==> src/rtl/core/spim_pkg.sv <==
`default_nettype none

package spim_pkg;

	localparam int HALF_PERIOD_WIDTH = 16;
	localparam int DATA_WIDTH        = 16;
	localparam int BIT_IDX_WIDTH     = 4;
	localparam int BYTE_BITS         = 8;
	localparam int CFG_IDX_WIDTH     = 2;

	// configuration register indices
	typedef enum logic [CFG_IDX_WIDTH-1:0] {
		CFG_SPI_MODE    = 2'd0,
		CFG_LSB_FIRST   = 2'd1,
		CFG_HALF_PERIOD = 2'd2
	} cfg_reg_t;

	localparam logic [BIT_IDX_WIDTH-1:0] LAST_BIT_BYTE = 4'd7;
	localparam logic [BIT_IDX_WIDTH-1:0] LAST_BIT_WORD = 4'd15;
	localparam logic [DATA_WIDTH-1:0]    LOW_BYTE_MASK = 16'h00FF;

endpackage

`default_nettype wire

==> src/rtl/core/spim_if.sv <==
`default_nettype none

// one timebase tick
interface spim_tick_if;
	import spim_pkg::*;
	logic                  valid;
	logic                  ready;
	logic                  start_req;
	logic                  word16;
	logic [DATA_WIDTH-1:0] tx_data;
	logic                  miso;
	logic                  cs_request;

	modport source (output valid, start_req, word16, tx_data, miso, cs_request, input ready);
	modport sink   (input valid, start_req, word16, tx_data, miso, cs_request, output ready);
endinterface

// pin levels and status for one tick
interface spim_res_if;
	import spim_pkg::*;
	logic                  valid;
	logic                  ready;
	logic                  sclk;
	logic                  mosi;
	logic                  ss_n;
	logic                  busy_res;
	logic                  rx_valid;
	logic [DATA_WIDTH-1:0] rx_data;

	modport source (output valid, sclk, mosi, ss_n, busy_res, rx_valid, rx_data, input ready);
	modport sink   (input valid, sclk, mosi, ss_n, busy_res, rx_valid, rx_data, output ready);
endinterface

// register write channel
interface spim_cfg_if;
	import spim_pkg::*;
	logic                     valid;
	logic                     ready;
	logic [CFG_IDX_WIDTH-1:0] index;
	logic [DATA_WIDTH-1:0]    data;

	modport source (output valid, index, data, input ready);
	modport sink   (input valid, index, data, output ready);
endinterface

`default_nettype wire

==> src/rtl/core/spi_master_shifter.sv <==
// Channel  Dir  Payload                                              Handshake
// tick     in   start_req, word16, tx_data[15:0], miso, cs_request   valid/ready
// res      out  sclk, mosi, ss_n, busy_res, rx_valid, rx_data[15:0]  valid/ready
// cfg      in   index[1:0], data[15:0]                               valid/ready, ready=1
//
// One tick transaction in every cycle while tick.ready is high; its result is registered and shows in the next cycle.
// The bit timer, bit counter and shift words advance on each accepted tick only.
// tick.ready is low only while a result is held and res.ready is low.
// Reset: mode 0, MSB first, half period of one tick, idle.
// Register writes are taken on any cycle and act from the next tick.
`default_nettype none

module spi_master_shifter (
	input  wire logic   clk,
	input  wire logic   arst_n,
	spim_tick_if.sink   tick,
	spim_res_if.source  res,
	spim_cfg_if.sink    cfg
);
	import spim_pkg::*;

	// configuration
	logic [1:0]                   spi_mode_q;
	logic                         lsb_first_q;
	logic [HALF_PERIOD_WIDTH-1:0] half_period_q;

	// transfer state
	logic                         active_q;
	logic                         wide_q;
	logic                         second_half_q;
	logic [HALF_PERIOD_WIDTH-1:0] tick_count_q;
	logic [BIT_IDX_WIDTH-1:0]     bit_idx_q;
	logic [DATA_WIDTH-1:0]        tx_shift_q;
	logic [DATA_WIDTH-1:0]        rx_shift_q;

	// result register
	logic                  res_valid_q;
	logic                  sclk_q;
	logic                  mosi_q;
	logic                  ss_n_q;
	logic                  busy_q;
	logic                  rx_valid_q;
	logic [DATA_WIDTH-1:0] rx_data_q;

	logic tick_acc;

	// working copy of the state for this tick (start loads it fresh)
	logic                         start_now;
	logic                         act;
	logic                         wide_e;
	logic                         half_e;
	logic [HALF_PERIOD_WIDTH-1:0] cnt_e;
	logic [BIT_IDX_WIDTH-1:0]     bit_e;
	logic [DATA_WIDTH-1:0]        tx_e;
	logic [DATA_WIDTH-1:0]        rx_e;

	logic                         idle_lvl;
	logic                         first_lvl;
	logic [BIT_IDX_WIDTH-1:0]     pos;
	logic [HALF_PERIOD_WIDTH:0]   cnt_inc;
	logic [HALF_PERIOD_WIDTH-1:0] hp_eff;
	logic                         half_end;
	logic                         last_bit;

	// next values
	logic                         active_d;
	logic                         half_d;
	logic [HALF_PERIOD_WIDTH-1:0] cnt_d;
	logic [BIT_IDX_WIDTH-1:0]     bit_d;
	logic [DATA_WIDTH-1:0]        rx_d;
	logic                         sclk_d;
	logic                         mosi_d;
	logic                         done_d;
	logic [DATA_WIDTH-1:0]        rx_out_d;

	assign tick_acc   = tick.valid && tick.ready;
	assign tick.ready = !res_valid_q || res.ready;
	assign cfg.ready  = 1'b1;

	// CPOL is mode bit 1; CPHA=0 shows the active level in the first half
	assign idle_lvl  = spi_mode_q[1];
	assign first_lvl = spi_mode_q[0] ? idle_lvl : !idle_lvl;

	assign start_now = !active_q && tick.start_req;
	assign act       = active_q || start_now;
	assign wide_e    = start_now ? tick.word16 : wide_q;
	assign half_e    = start_now ? 1'b0 : second_half_q;
	assign cnt_e     = start_now ? '0 : tick_count_q;
	assign bit_e     = start_now ? '0 : bit_idx_q;
	assign rx_e      = start_now ? '0 : rx_shift_q;
	assign tx_e      = start_now ? (tick.word16 ? tick.tx_data : (tick.tx_data & LOW_BYTE_MASK))
	                             : tx_shift_q;

	// byte select from bit 3, bit within byte mirrored for MSB first
	assign pos = {bit_e[3], (lsb_first_q ? bit_e[2:0] : ~bit_e[2:0])};

	// zero half period counts as one tick; counter wrap also ends the half
	assign hp_eff   = (half_period_q == '0) ? HALF_PERIOD_WIDTH'(1) : half_period_q;
	assign cnt_inc  = {1'b0, cnt_e} + (HALF_PERIOD_WIDTH+1)'(1);
	assign half_end = cnt_inc[HALF_PERIOD_WIDTH] || (cnt_inc[HALF_PERIOD_WIDTH-1:0] >= hp_eff);
	assign last_bit = bit_e >= (wide_e ? LAST_BIT_WORD : LAST_BIT_BYTE);

	always_comb begin
		active_d = act;
		half_d   = half_e;
		cnt_d    = half_end ? '0 : cnt_inc[HALF_PERIOD_WIDTH-1:0];
		bit_d    = bit_e;
		rx_d     = rx_e;
		done_d   = 1'b0;
		rx_out_d = '0;
		sclk_d   = act ? (half_e ? !first_lvl : first_lvl) : idle_lvl;
		mosi_d   = act ? tx_e[pos] : 1'b0;
		if (half_end) begin
			if (!half_e) begin
				rx_d[pos] = tick.miso;
				half_d    = 1'b1;
			end else begin
				half_d = 1'b0;
				if (last_bit) begin
					done_d   = 1'b1;
					active_d = 1'b0;
					bit_d    = '0;
					if (!wide_e)
						rx_out_d = rx_e & LOW_BYTE_MASK;
					else if (lsb_first_q)
						rx_out_d = rx_e;
					else
						rx_out_d = {rx_e[BYTE_BITS-1:0], rx_e[DATA_WIDTH-1:BYTE_BITS]};
				end else begin
					bit_d = bit_e + BIT_IDX_WIDTH'(1);
				end
			end
		end
	end

	// register writes; an index past the list is dropped
	always_ff @(posedge clk or negedge arst_n) begin
		if (!arst_n) begin
			spi_mode_q    <= 2'd0;
			lsb_first_q   <= 1'b0;
			half_period_q <= HALF_PERIOD_WIDTH'(1);
		end else if (cfg.valid) begin
			case (cfg.index)
				CFG_SPI_MODE:    spi_mode_q    <= cfg.data[1:0];
				CFG_LSB_FIRST:   lsb_first_q   <= cfg.data[0];
				CFG_HALF_PERIOD: half_period_q <= cfg.data[HALF_PERIOD_WIDTH-1:0];
				default: ;
			endcase
		end
	end

	// transfer state, moves only when idle ticks leave it alone
	always_ff @(posedge clk or negedge arst_n) begin
		if (!arst_n) begin
			active_q      <= 1'b0;
			wide_q        <= 1'b0;
			second_half_q <= 1'b0;
			tick_count_q  <= '0;
			bit_idx_q     <= '0;
			tx_shift_q    <= '0;
			rx_shift_q    <= '0;
		end else if (tick_acc && act) begin
			active_q      <= active_d;
			wide_q        <= wide_e;
			second_half_q <= half_d;
			tick_count_q  <= cnt_d;
			bit_idx_q     <= bit_d;
			tx_shift_q    <= tx_e;
			rx_shift_q    <= rx_d;
		end
	end

	// result register
	always_ff @(posedge clk or negedge arst_n) begin
		if (!arst_n) begin
			res_valid_q <= 1'b0;
		end else if (tick_acc) begin
			res_valid_q <= 1'b1;
		end else if (res.ready) begin
			res_valid_q <= 1'b0;
		end
	end

	always_ff @(posedge clk) begin
		if (tick_acc) begin
			sclk_q     <= sclk_d;
			mosi_q     <= mosi_d;
			ss_n_q     <= !tick.cs_request;
			busy_q     <= act;
			rx_valid_q <= done_d;
			rx_data_q  <= rx_out_d;
		end
	end

	assign res.valid    = res_valid_q;
	assign res.sclk     = sclk_q;
	assign res.mosi     = mosi_q;
	assign res.ss_n     = ss_n_q;
	assign res.busy_res = busy_q;
	assign res.rx_valid = rx_valid_q;
	assign res.rx_data  = rx_data_q;

	// completion only ever reported as part of a busy tick
	a_done_busy: assert property (@(posedge clk) disable iff (!arst_n)
		res_valid_q && rx_valid_q |-> busy_q)
		else $error("rx_valid without busy_res");

	// received word is zero unless a transfer completes
	a_rx_zero: assert property (@(posedge clk) disable iff (!arst_n)
		res_valid_q && !rx_valid_q |-> rx_data_q == '0)
		else $error("rx_data not zero outside completion");

	// bit counter parked at zero between transfers
	a_idle_bit: assert property (@(posedge clk) disable iff (!arst_n)
		!active_q |-> bit_idx_q == '0)
		else $error("bit counter not cleared while idle");

	// byte transfer never reaches the second byte
	a_byte_range: assert property (@(posedge clk) disable iff (!arst_n)
		active_q && !wide_q |-> !bit_idx_q[3])
		else $error("bit counter beyond byte");

	// a start on an idle tick always leaves a transfer running
	a_start: assert property (@(posedge clk) disable iff (!arst_n)
		tick_acc && !active_q && tick.start_req |=> active_q)
		else $error("start did not begin a transfer");

endmodule

`default_nettype wire

==> src/flat_wrapper.sv <==
// flat-port wrapper written by rule: the top's interface ports become plain ports
module spi_master_shifter_flat import spim_pkg::*;
  (clk, arst_n, tick_valid, tick_start_req, tick_word16, tick_tx_data, tick_miso, tick_cs_request, tick_ready, res_valid, res_sclk, res_mosi, res_ss_n, res_busy_res, res_rx_valid, res_rx_data, res_ready, cfg_valid, cfg_index, cfg_data, cfg_ready);
  spim_tick_if tick_i ();
  spim_res_if res_i ();
  spim_cfg_if cfg_i ();
  input  wire logic clk;
  input  wire logic arst_n;
  input wire logic [$bits(tick_i.valid)-1:0] tick_valid;
  input wire logic [$bits(tick_i.start_req)-1:0] tick_start_req;
  input wire logic [$bits(tick_i.word16)-1:0] tick_word16;
  input wire logic [$bits(tick_i.tx_data)-1:0] tick_tx_data;
  input wire logic [$bits(tick_i.miso)-1:0] tick_miso;
  input wire logic [$bits(tick_i.cs_request)-1:0] tick_cs_request;
  output wire logic [$bits(tick_i.ready)-1:0] tick_ready;
  output wire logic [$bits(res_i.valid)-1:0] res_valid;
  output wire logic [$bits(res_i.sclk)-1:0] res_sclk;
  output wire logic [$bits(res_i.mosi)-1:0] res_mosi;
  output wire logic [$bits(res_i.ss_n)-1:0] res_ss_n;
  output wire logic [$bits(res_i.busy_res)-1:0] res_busy_res;
  output wire logic [$bits(res_i.rx_valid)-1:0] res_rx_valid;
  output wire logic [$bits(res_i.rx_data)-1:0] res_rx_data;
  input wire logic [$bits(res_i.ready)-1:0] res_ready;
  input wire logic [$bits(cfg_i.valid)-1:0] cfg_valid;
  input wire logic [$bits(cfg_i.index)-1:0] cfg_index;
  input wire logic [$bits(cfg_i.data)-1:0] cfg_data;
  output wire logic [$bits(cfg_i.ready)-1:0] cfg_ready;
  assign tick_i.valid = tick_valid;
  assign tick_i.start_req = tick_start_req;
  assign tick_i.word16 = tick_word16;
  assign tick_i.tx_data = tick_tx_data;
  assign tick_i.miso = tick_miso;
  assign tick_i.cs_request = tick_cs_request;
  assign tick_ready = tick_i.ready;
  assign res_valid = res_i.valid;
  assign res_sclk = res_i.sclk;
  assign res_mosi = res_i.mosi;
  assign res_ss_n = res_i.ss_n;
  assign res_busy_res = res_i.busy_res;
  assign res_rx_valid = res_i.rx_valid;
  assign res_rx_data = res_i.rx_data;
  assign res_i.ready = res_ready;
  assign cfg_i.valid = cfg_valid;
  assign cfg_i.index = cfg_index;
  assign cfg_i.data = cfg_data;
  assign cfg_ready = cfg_i.ready;
  spi_master_shifter u_core (.clk(clk), .arst_n(arst_n), .tick(tick_i), .res(res_i), .cfg(cfg_i));
endmodule
==> config.mk <==
export PLATFORM = sky130hd
export DESIGN_NAME = spi_master_shifter_flat
export DESIGN_NICKNAME = d
export VERILOG_FILES = /design/src/rtl/core/spim_pkg.sv /design/src/rtl/core/spim_if.sv /design/src/rtl/core/spi_master_shifter.sv /design/src/flat_wrapper.sv
export SDC_FILE = /design/constraint.sdc
export NUM_CORES = 1
export LEC_CHECK = 0
export BUFFER_PORTS_ARGS = -buffer_cell sky130_fd_sc_hd__buf_2
export CORE_MARGIN = 4
export CORE_UTILIZATION = 48
export DETAILED_ROUTE_END_ITERATION = 10
export PLACE_DENSITY = 0.68
export SLEW_MARGIN = 15
export SYNTH_ARGS = -nofsm -noshare
export SYNTH_HDL_FRONTEND = slang
export SYNTH_SLANG_ARGS = --single-unit
==> constraint.sdc <==
create_clock -name clk -period 10.88 [get_ports clk]
set_clock_uncertainty 0.15 [all_clocks]
set_input_delay 1.088 -clock clk [delete_from_list [all_inputs] [get_ports clk]]
set_output_delay 1.088 -clock clk [all_outputs]
set_load 0.01 [all_outputs]
---- Word level (Yosys, flattened, before mapping) ----
Index checks and enable logic that the tools add are counted.
cells by class
  $add $sub $neg .......................... 2
  magnitude comparators ................... 4
  equality and inequality tests ........... 2
  mux-type cells .......................... 34
  bitwise logic cells ..................... 1
  reduce and logical (&&, ||, !) cells .... 21
operators by type and width
  cell                                                                           number
  16-bit 2-to-1 mux                                                              9
  4-bit 2-to-1 mux                                                               5
  16-bit by 1-bit adder with 17-bit output (second input constant)               1
  16-bit bitwise mux                                                             1
  16-bit >= comparator                                                           1
  16-bit zero test                                                               1
  1-bit 2-to-1 mux                                                               15
  8-bit 2-to-1 mux                                                               1
  2-bit AND reduction                                                            4
  1-bit zero test                                                                5
  4-bit by 5-bit less-than comparator with 1-bit output (second input constant)  1
  4-bit by 1-bit adder with 4-bit output (second input constant)                 1
  1-bit binary-select mux with 4-bit select                                      1
  1-bit demux with 4-bit select                                                  1
  4-bit by 1-bit >= comparator with 1-bit output (second input constant)         1
  4-bit >= comparator                                                            1
  1-bit logical AND                                                              4
  4-bit AND reduction                                                            1
  1-bit logical OR                                                               3
  3-bit 2-to-1 mux                                                               1
  3-bit NOT                                                                      1
  3-bit AND reduction                                                            1
  2-bit by 1-bit == test with 1-bit output (second input constant)               1
  2-bit == test (second input constant)                                          1
  other kinds (2)                                                                2
storage, ports and cells
  bits in registers ....................... 96
  input port bits ......................... 43
  output and inout bits ................... 24
  word-level logic and storage cells ...... 82

---- Logic depth before layout (Yosys ltp) ----
Gate-level depths: netlist of the first run.
  word-level depth ........................ 12
  gate-level depth with buffers ........... 24
  gate-level depth less buffers ........... 19

---- Worst setup path before layout of the first run ----
OpenSTA, ideal clock, no wires.
  path type ............................... input to register
  start point ............................. in tick_start_req
  end point ............................... reg u_core.rx_valid_q, in the netlist u_core.res.rx_valid (data pin)
  setup time .............................. 0.271 ns
  data arrival time ....................... 4.881 ns
  data required time ...................... 10.459 ns
  path slack .............................. 5.578 ns
  stages on the path ...................... 23
  buffers on the path ..................... 5
  cells stage by stage .................... nand2b_1 > buf_4 > clkbuf_1 > clkbuf_1 > and2_1 > ha_1 > nand3_1 > nor3_1 > and3_1 > buf_2 > nand3_1 > xor2_1 > nor2_1 > ha_1 > and4_1 > nand4_1 > nor2_1 > a311oi_1 > and3_4 > inv_2 > clkbuf_1 > ha_1 > nor2b_1
between the ends
  cells in the longest elaborated chain, start to end .. 6
  elaborated cells on any way between the ends .. 12
  those cells by class .................... add/sub: 1; order compare: 2; mux: 6; reduce/logical: 3
ends and longest elaborated chain
  what                                      RTL line                   text
  start, declared                           flat_wrapper.sv:10         input wire logic [$bits(tick_i.start_req)-1:0] tick_start_req;
  1-bit logical AND *                       spi_master_shifter.sv:84   assign start_now = !active_q && tick.start_req;
  16-bit 2-to-1 mux                         spi_master_shifter.sv:88   assign cnt_e = start_now ? '0 : tick_count_q;
  16-bit by 1-bit adder with 17-bit output  spi_master_shifter.sv:99   assign cnt_inc = {1'b0, cnt_e} + (HALF_PERIOD_WIDTH+1)'(1);
  16-bit >= comparator                      spi_master_shifter.sv:100  assign half_end = cnt_inc[HALF_PERIOD_WIDTH] || (cnt_inc[HALF_PERIOD_WIDTH-1:0] >= hp_eff);
  1-bit logical OR                          spi_master_shifter.sv:100
  2-bit AND reduction (no line)             -
  end signal, assigned                      spi_master_shifter.sv:190  rx_valid_q <= done_d;
  end, declared                             spi_master_shifter.sv:42   logic rx_valid_q;
Every way passes the cells marked *; elsewhere a longest branch is shown, timed or not.
A chain may end at the register's enable or synchronous reset.

---- Final worst setup path of the first run ----
  start point ............................. in tick_start_req
  end point ............................... reg u_core.rx_data_q[8], in the netlist u_core.res.rx_data[8] (data pin)
between the ends
  cells in the longest elaborated chain, start to end .. 6
  elaborated cells on any way between the ends .. 13
  those cells by class .................... add/sub: 1; order compare: 2; mux: 7; reduce/logical: 3
ends and longest elaborated chain
  what                                      RTL line                   text
  1-bit logical AND *                       spi_master_shifter.sv:84
  16-bit 2-to-1 mux                         spi_master_shifter.sv:88
  16-bit by 1-bit adder with 17-bit output  spi_master_shifter.sv:99
  16-bit >= comparator                      spi_master_shifter.sv:100
  1-bit logical OR                          spi_master_shifter.sv:100
  4-bit AND reduction (no line)             -
  end signal, assigned                      spi_master_shifter.sv:191  rx_data_q <= rx_out_d;
  end, declared                             spi_master_shifter.sv:43   logic [DATA_WIDTH-1:0] rx_data_q;
Marked as above.

==> metrics.yaml, run 1 <==
outcome:
  outcome: "completed"
timing:
  tightest_slew_ns: 0.9558
  post-route-period-util_pct: 51.34
  setup_ws_ns: 5.294
  rsz0062_at_grt: "false"
  fin_crit_ns: 5.586
  slew_headroom_pct: 36.28
  timing.fmax_ghz: 0.1790
  setup_tns_ns: 0
  slew_viol_final: 0
  final-hold-violation-count: 0
  holdWs_ns: 0.3317
  setup_viol: 0
setup_path:
  crit_arrival_ns: 5.52
  endpoint_kind: "flip-flop"
  setup.worst_path.class: "in -> reg"
  required_ns: 10.81
  critPathMaxFanout: 46
  startpoint_type: "input pin"
placement:
  place_worst_setup_slack_ns: 5.042
  io_buffers: 65
  place_congestion: 0.8345
  placed_area_mm2: 0.005842
  hpwl_mm: 8.669
synth:
  yosys_warnings: 0
  synth_area_leaders: "dfrtp_1 (34%), edfxtp_1 (12%), mux2_2 (6.0%), nand2_1 (5.5%), ha_1 (4.6%)"
  syn_area_per_cell_um2: 9.736
  syn_inst: 557
  synth_seq_cells: 96
  syn_area_mm2: 0.005423
  synth_edf_count: 21
  yosys.area.top_type: "dfrtp_1"
  synth_top_cell_area_share_pct: 34.15
  synth_ff_type: "dfrtp_1"
  syn_nets: 620
  async_flop_share_pct: 78.13
  ys_types: 57
  ys_seq_area_share_pct: 46.26
clock_network:
  hold_buffers: 0
  clk_pin_slew_ns: 0.06
  cts_tree: "yes"
  post_cts_resized: 0
  cts-buffers-inserted: 9
  cts_setup_buffers: 0
  clockBufferDepth: 2
  root_buffer: "clkbuf_16"
  clock_sinks: 96
  clock_latency_ns: 0.35
  htree_levels: 3
route:
  ant_nets: 0
  viasPerCell: 5.806
  drt-initial-drc-count: 296
  drt-total-wl_mm: 12.44
  firstDrtPassIters: 5
  drcViolationCount: 0
  vias: 4378
  wire_per_inst_um: 16.49
power:
  p_per_area_mw_per_mm2: 182.6
  p_leak_nw: 2.742
  vdd_drop_max_uv: 86.72
global_routing:
  grt_max_degree: 76
  antenna_found_initial: 0
  gr-total-overflow: 0
  grt_util_all_layers_pct: 19.78
  grt_pass1_wl_mm: 20.54
  grt_pass1_vias: 4275
final_layout:
  design_area_mm2: 0.006165
  areaGrowthSynthToFinish_pct: 13.68
  num-nets-final: 672
  final_common_cell: "nand2_1"
  diodes: 0
  drive_gt1_share_pct: 19.54
  utilization_pct: 56.37
  most-common-layout-cells: "nand2_1 (79), dfrtp_1 (74), buf_2 (64), nor2_1 (39), o21ai_0 (36)"
floorplanning:
  start_util_pct: 49.59
  dieHeight_um: 114.3
  fp-row-count: 38
  dieArea_mm2: 0.01306
  die_w_um: 114.3
  num_io_pins: 67
  core_mm2: 0.01094
job:
  max_cap_violations: 0
min_path:
  hold_class: "reg -> reg"
[power breakdown]
group / leakage, nW / internal (mW) / switching [mW]
registers: 1.15 / 0.436 / 0.0582
logic: 1.44 / 0.122 / 0.164
clock network: 0.152 / 0.207 / 0.137
[logic make-up (layout without fill, tap and decap cells)]
logic type                 after synthesis  count (layout)  synth area share, %
AOI/OAI and AO/OA                      105             105                12.94
xor gates and xnor gates                17              17                2.746
adders and majority gates               20              20                4.615
buffers and inverters                   51             108                3.761
DFF                                     96              96                46.26
muxes                                   53              53                10.45
other                                    1               1              0.06915
and+or+nand+nor                        214             214                19.15
[per-stage QoR]
step	power [mW]	cells
2_1_floorplan	0.6992	557
3_3_place_gp	0.7736	738
3_5_place_dp	0.7873	738
4_1_cts	1.133	754
5_1_grt	1.193	754
6_report	1.125	754
[Yosys cell counts, types with 5 or more instances]
library cell / count
xor2_1: 10
nand3_1: 27
and2_1: 7
mux2_2: 29
xnor2_1: 7
dfrtp_1: 74
or4_1: 10
o21ai_0: 36
nor2_1: 39
nor3_1: 5
inv_1: 21
a21oi_1: 15
ha_1: 20
buf_1: 5
nand2b_1: 11
a22o_1: 8
nand2_1: 79
nor4_1: 5
and3_1: 10
nand4_1: 6
mux2i_1: 24
clkbuf_1: 18
o311ai_0: 9
o211ai_1: 7
edfxtp_1: 21
[per-layer routing]
metal,up-vias,GRT usage [%],wire [um]
met4,0,8.472,277
li1,2118,-,-
met3,25,2.907,555
met2,126,34.19,6354
met5,-,0,0
met1,2109,24.66,5249
[registers in the layout (all words and copies together), names as in the netlist]
signal / cells
u_core.active_q: 1
u_core.bit_idx_q: 4
u_core.half_period_q: 16
u_core.lsb_first_q: 1
u_core.res.busy_res: 1
u_core.res.mosi: 1
u_core.res.rx_data: 16
u_core.res.rx_valid: 1
u_core.res.sclk: 1
u_core.res.ss_n: 1
u_core.res.valid: 1
u_core.rx_shift_q: 16
u_core.second_half_q: 1
u_core.spi_mode_q: 2
u_core.tick_count_q: 16
u_core.tx_shift_q: 16
u_core.wide_q: 1
[final timing paths]
kind	startpoint	end	slack [ns]	depth (start not counted)
worst max-delay path	tick_start_req	u_core.res.rx_data[8]	5.29	19
worst min-delay path	u_core.tx_shift_q[9]	u_core.tx_shift_q[9]	0.33	2
worst max register to register	u_core.active_q	u_core.res.rx_data[8]	5.62	18
worst min register to register	u_core.tx_shift_q[9]	u_core.tx_shift_q[9]	0.33	2
max in group asynchronous	arst_n	u_core.tick_count_q[10]	9.21	1
min in group asynchronous	arst_n	u_core.tx_shift_q[11]	0.72	1
[worst max-delay path, stage by stage]
cell,delay (ns)
buf_2,0.11
nand2b_1,0.06
buf_4,0.39
and2_1,0.25
ha_1,0.21
nand3_1,0.14
nor3_1,0.39
and3_1,0.35
nand4_1,0.20
xor2_1,0.21
ha_1,0.30
and4_1,0.17
nand4_1,0.12
nor2_1,0.07
a311oi_1,0.28
and3_4,0.43
inv_2,0.21
nand3_1,0.36
nor2_1,0.11
[cell type report]
cell class	count	area, um2
well taps	140	175.2
flip-flops and latches	96	2509
fillers	999	4771
clock buffers	11	242.7
clock inverters	5	80.08
multi-input cells	410	2710
repair buffers	70	365.4
inverters	22	82.58
(Power assumes the default switching activity.)
==> run 2: changes to the inputs <==
--- a/config.mk
+++ b/config.mk
@@ -9,7 +9,7 @@
 export CORE_MARGIN = 4
 export CORE_UTILIZATION = 48
 export DETAILED_ROUTE_END_ITERATION = 10
-export PLACE_DENSITY = 0.68
+export PLACE_DENSITY = 0.71
 export SLEW_MARGIN = 15
 export SYNTH_ARGS = -nofsm -noshare
 export SYNTH_HDL_FRONTEND = slang
==> constraint.sdc (replaced) <==
create_clock -name clk -period 4.62 [get_ports clk]
set_clock_uncertainty 0.15 [all_clocks]
set_input_delay 0.462 -clock clk [delete_from_list [all_inputs] [get_ports clk]]
set_output_delay 0.462 -clock clk [all_outputs]
set_load 0.01 [all_outputs]
==> metrics.yaml, run 2 (synthesized netlist as in run 1, its figures left out) <==
final_layout:
  multiInputGateArea_mm2: 0.002721  # +0.42%
  most-common-layout-cells: "nand2_1 (79), dfrtp_1 (74), buf_2 (64), nor2_1 (39), o21ai_0 (36)"
  diodes: 0  # unchanged
  final_common_cell: "nand2_1"
  num-nets-final: 678  # +0.89%
  final_cells: 760  # +0.80%
  areaGrowthSynthToFinish_pct: 14.24
  fillers: 996  # -0.30%
  layout.area.seq_mm2: 0.002509  # unchanged
  drive_gt1_share_pct: 20.81  # +1.3 points
clock_network:
  clk_pin_slew_ns: 0.07  # about the same
  clockBufferDepth: 2  # unchanged
  cts_tree: "yes"
  post_cts_resized: 0  # unchanged
  clock_sinks: 96  # unchanged
  clock_latency_ns: 0.35  # about the same
  cts_setup_buffers: 0  # unchanged
  hold_buffers: 0  # unchanged
  htree_levels: 3  # unchanged
  cts-buffers-inserted: 9  # unchanged
  root_buffer: "clkbuf_16"
setup_path:
  crit_slowest_cell: "or4_1"
  startpoint_type: "flip-flop"
  required_ns: 4.74  # -6.07 ns
  crit_chain: "nand2b_1 > and2_1 > ha_1 > nand3_1 > nor3_2 > and3_2 > nand3_1 > xor2_1 > nor2_1 > ha_1 > and4_1 > nand4_1 > nor2_1 > a311oi_1 > and3_4 > inv_2 > or4_1 > o21ai_0"
  cp_top_family: "simple AND/OR/NAND/NOR gates"
  crit_arrival_ns: 4.43  # -1.09 ns
  setup.worst_path.class: "reg -> reg"
  path_buf_inv: 1  # -2
  slowest_delay_ns: 0.50  # +0.07 ns
  critPathMaxFanout: 17  # -63%
  endpoint_kind: "flip-flop"
floorplanning:
  fp-row-count: 38  # unchanged
  start_util_pct: 49.59  # unchanged
  dieHeight_um: 114.3  # unchanged
  die_w_um: 114.3  # unchanged
  dieArea_mm2: 0.01306  # unchanged
  core_mm2: 0.01094  # unchanged
  num_io_pins: 67  # unchanged
placement:
  io_buffers: 65  # unchanged
  dp.cells: 744  # +0.81%
  hpwl_mm: 8.950  # +3.2%
  place_congestion: 0.8720  # +4.5%
outcome:
  outcome: "completed"
timing:
  rsz0062_at_grt: "false"
  setup_tns_ns: 0  # unchanged
  setup_viol: 0  # unchanged
  slew_headroom_pct: 36.20  # -0.081 points
  post-route-period-util_pct: 93.46
  timing.fmax_ghz: 0.2316
  tightest_slew_ns: 0.9570  # +0.001216 ns
  slew_viol_final: 0  # unchanged
  final-hold-violation-count: 0  # unchanged
  fin_crit_ns: 4.318
route:
  drt-total-wl_mm: 12.60  # +1.3%
  vias: 4435  # +1.3%
  drcViolationCount: 0  # unchanged
  ant_nets: 0  # unchanged
  viasPerCell: 5.836  # +0.50%
  wire_per_inst_um: 16.58  # +0.53%
  met1_length_mm: 5.374  # +2.4%
  firstDrtPassIters: 5  # unchanged
  top_layer_used: "met4"
  drt-initial-drc-count: 336  # +14%
  wl_met2_mm: 6.281  # -1.1%
  dr_wl_met3_um: 594  # +7.0%
power:
  p_per_area_mw_per_mm2: 422.5  # +130%
  p_leak_nw: 2.760  # +0.63%
  total_power_mw: 2.617  # +130%
  p_comb_share_pct: 26.4  # +1.0 points
  p_sw_share_pct: 33.45  # +1.5 points
  pwr-share-clk_pct: 29.1  # -1.5 points
  seqPwrFrac_pct: 44.5  # +0.5 points
  power_switching_mw: 0.8754  # +140%
  p_int_mw: 1.742  # +130%
  vdd_drop_max_uv: 195.2  # +130%
global_routing:
  grt_pass1_wl_mm: 20.94  # +1.9%
  grt_pass1_vias: 4349  # +1.7%
  grt_max_degree: 76  # unchanged
  antenna_found_initial: 0  # unchanged
  gr-total-overflow: 0  # unchanged
  grt_util_all_layers_pct: 19.97  # +0.18 points
min_path:
  hold_class: "in -> async"
job:
  max_cap_violations: 0  # unchanged
run 2: cell type report:
cell class,instances,share of cell area [%]
clock inverter,7,1.151
timing repair buffer,76,6.625
sequential,96,40.50
multi-input combinational,410,43.93
clock buffer,9,3.636
inverter,22,1.333
tap,140,2.828
run 2: power by group through the flow:
stage          Clock (mW)  Sequential (mW)  Combinational (mW)
2_1_floorplan           0             1.13               0.520
3_3_place_gp            0             1.17               0.660
3_5_place_dp            0             1.17               0.685
4_1_cts             0.766             1.16               0.693
5_1_grt             0.804             1.18               0.784
6_report            0.762             1.16               0.692
run 2: worst register-to-register path: stages, from the launching register on:
cell and delay [ns]:
dfrtp_1 0.44, nand2b_1 0.17, and2_1 0.20, ha_1 0.21
nand3_1 0.16, nor3_2 0.21, and3_2 0.26, nand3_1 0.15
xor2_1 0.17, nor2_1 0.11, ha_1 0.24, and4_1 0.20
nand4_1 0.12, nor2_1 0.07, a311oi_1 0.27, and3_4 0.33
inv_2 0.18, or4_1 0.50, o21ai_0 0.10
run 2: worst paths after layout:
| path | startpoint | endpoint | slack, ns | cells after the start |
|---|---|---|---|---|
| setup / recovery | u_core.active_q | u_core.tick_count_q[14] | 0.30 | 18 |
| hold / removal | arst_n | u_core.tx_shift_q[11] | 0.1 | 1 |
| setup reg to reg | u_core.active_q | u_core.tick_count_q[14] | 0.30 | 18 |
| hold reg to reg | u_core.tx_shift_q[9] | u_core.tx_shift_q[9] | 0.33 | 2 |
| max in group asynchronous | arst_n | u_core.half_period_q[13] | 3.59 | 1 |
| min in group clk | tick_valid | u_core.res.valid | 0.16 | 2 |
run 2: stage by stage:
stage               area [um2]  hold WS [ns]  utilization [%]  setup WS [ns]
CTS                       6183        0.1607            56.54         0.2438
detailed placement        5887        0.3258            53.83         0.1457
global placement          5887        0.3147            53.83         0.3951
finish                    6195       0.09993            56.65         0.3023
floorplan                 5424       0.01641                -        0.01704
global route              6195        0.1935            56.65        0.04668
run 2: layer usage:
metal  vias to the layer above  GRT usage, %
li1                       2125             -
met1                      2149         25.34
met2                       131         33.72
met3                        30         2.801
met4                         0         9.264
met5                         -             0
==> run 3: changes to the inputs <==
--- a/config.mk
+++ b/config.mk
@@ -9,7 +9,7 @@
 export CORE_MARGIN = 4
 export CORE_UTILIZATION = 48
 export DETAILED_ROUTE_END_ITERATION = 10
-export PLACE_DENSITY = 0.71
+export PLACE_DENSITY = 0.68
 export SLEW_MARGIN = 15
 export SYNTH_ARGS = -nofsm -noshare
 export SYNTH_HDL_FRONTEND = slang
==> constraint.sdc (replaced) <==
create_clock -name clk -period 5.4 [get_ports clk]
set_clock_uncertainty 0.15 [all_clocks]
set_input_delay 0.54 -clock clk [delete_from_list [all_inputs] [get_ports clk]]
set_output_delay 0.54 -clock clk [all_outputs]
set_load 0.01 [all_outputs]
==> metrics.yaml, run 3 (synthesized netlist as in run 1, its figures left out) <==
outcome:
  outcome: "completed"
timing:
  rsz0062_at_grt: "false"
  tightest_slew_ns: 0.9608  # +0.003763 ns
  post-route-period-util_pct: 86.76  # -6.7 points
  slew_viol_final: 0  # unchanged
  setup_viol: 0  # unchanged
  slew_headroom_pct: 35.95  # -0.25 points
  final-hold-violation-count: 0  # unchanged
  timing.fmax_ghz: 0.2134  # -7.8%
  fin_crit_ns: 4.685  # +0.3676 ns
  setup_tns_ns: 0  # unchanged
placement:
  io_buffers: 65  # unchanged
  placed_area_mm2: 0.005849  # -0.64%
  hpwl_mm: 8.720  # -2.6%
  place_congestion: 0.8268  # -5.2%
route:
  drt-initial-drc-count: 261  # -22%
  firstDrtPassIters: 5  # unchanged
  drcViolationCount: 0  # unchanged
  wire_per_inst_um: 16.27  # -1.9%
  ant_nets: 0  # unchanged
  vias: 4328  # -2.4%
  viasPerCell: 5.732  # -1.8%
  drt-total-wl_mm: 12.29  # -2.5%
global_routing:
  antenna_found_initial: 0  # unchanged
  grt_max_degree: 76  # unchanged
  grt_pass1_wl_mm: 20.64  # -1.5%
  grt_pass1_vias: 4265  # -1.9%
  grt_util_all_layers_pct: 19.66  # -0.31 points
  gr-total-overflow: 0  # unchanged
clock_network:
  cts-buffers-inserted: 9  # unchanged
  hold_buffers: 0  # unchanged
  cts_tree: "yes"
  post_cts_resized: 0  # unchanged
  cts_setup_buffers: 0  # unchanged
  htree_levels: 3  # unchanged
  clk_pin_slew_ns: 0.07  # about the same
  clockBufferDepth: 2  # unchanged
  clock_latency_ns: 0.34  # about the same
  root_buffer: "clkbuf_16"
  clock_sinks: 96  # unchanged
final_layout:
  final_common_cell: "nand2_1"
  most-common-layout-cells: "nand2_1 (79), dfrtp_1 (74), buf_2 (64), nor2_1 (39), o21ai_0 (36)"
  num-nets-final: 673  # -0.74%
  diodes: 0  # unchanged
  design_area_mm2: 0.006171  # -0.38%
  areaGrowthSynthToFinish_pct: 13.80
  drive_gt1_share_pct: 19.67  # -1.1 points
power:
  p_leak_nw: 2.756  # -0.15%
  vdd_drop_max_uv: 161.8  # -17%
  p_per_area_mw_per_mm2: 366.8  # -13%
setup_path:
  setup.worst_path.class: "reg -> reg"
  endpoint_kind: "flip-flop"
  startpoint_type: "flip-flop"
  critPathMaxFanout: 32  # +15
  required_ns: 5.33  # +0.59 ns
  crit_arrival_ns: 4.62  # +0.19 ns
floorplanning:
  die_w_um: 114.3  # unchanged
  dieHeight_um: 114.3  # unchanged
  fp-row-count: 38  # unchanged
  dieArea_mm2: 0.01306  # unchanged
  num_io_pins: 67  # unchanged
  core_mm2: 0.01094  # unchanged
  start_util_pct: 49.59  # unchanged
job:
  max_cap_violations: 0  # unchanged
min_path:
  hold_class: "in -> async"
-- run 3: worst paths after layout --
kind                       slack, ns                   from                     end  cells past startpoint
min in group clk                0.24             tick_valid        u_core.res.valid                      2
hold / removal                  0.20                 arst_n   u_core.tx_shift_q[12]                      1
max in group asynchronous       4.28                 arst_n   u_core.rx_shift_q[13]                      1
setup reg to reg                0.71        u_core.active_q  u_core.res.rx_data[13]                     17
hold reg to reg                 0.34  u_core.tx_shift_q[11]   u_core.tx_shift_q[11]                      2
setup / recovery                0.71        u_core.active_q  u_core.res.rx_data[13]                     17
-- run 3: cell type report --
type,instances,area (um2)
fill,983,4765
multi-input combinational,410,2710
sequential,96,2509
timing repair buffer,71,372.9
clock buffer,10,239.0
tap,140,175.2
clock inverter,6,82.58
inverter,22,82.58
-- run 3: routing by layer --
layer	part of all wire [%]	global-route usage (%)
met1	45	25.74
met2	49	32.44
met3	3.7	2.378
met4	2.6	9.501
met5	0	0
-- run 3: critical path: stages (launching register included) --
cell	delay (ns)
dfrtp_1	0.42
nand2b_1	0.17
and2_1	0.19
ha_1	0.20
nand3_1	0.14
nor3_1	0.36
and3_1	0.33
nand4_1	0.20
xor2_1	0.22
ha_1	0.31
and4_1	0.17
nand4_1	0.11
nor2_1	0.06
a311oi_1	0.29
and3_4	0.43
inv_2	0.22
nand3_1	0.33
nor2_1	0.09
-- run 3: through the flow --
stage	hold WS, ns	utilization [%]	power (mW)	setup slack, ns	cells
global placement	0.3130	53.49	1.560	0.8363	739
global route	0.2667	56.43	2.399	0.2257	755
finish	0.2015	56.43	2.264	0.7147	755
CTS	0.2364	56.43	2.277	0.7497	755
floorplan	0.09441	-	1.409	0.6458	557
detailed placement	0.3264	53.49	1.586	0.5360	739
-- run 3: report_power, final --
group	internal, mW	switching, mW	total [mW]
sequential	0.879	0.114	0.993
clock	0.416	0.274	0.690
combinational	0.247	0.333	0.581
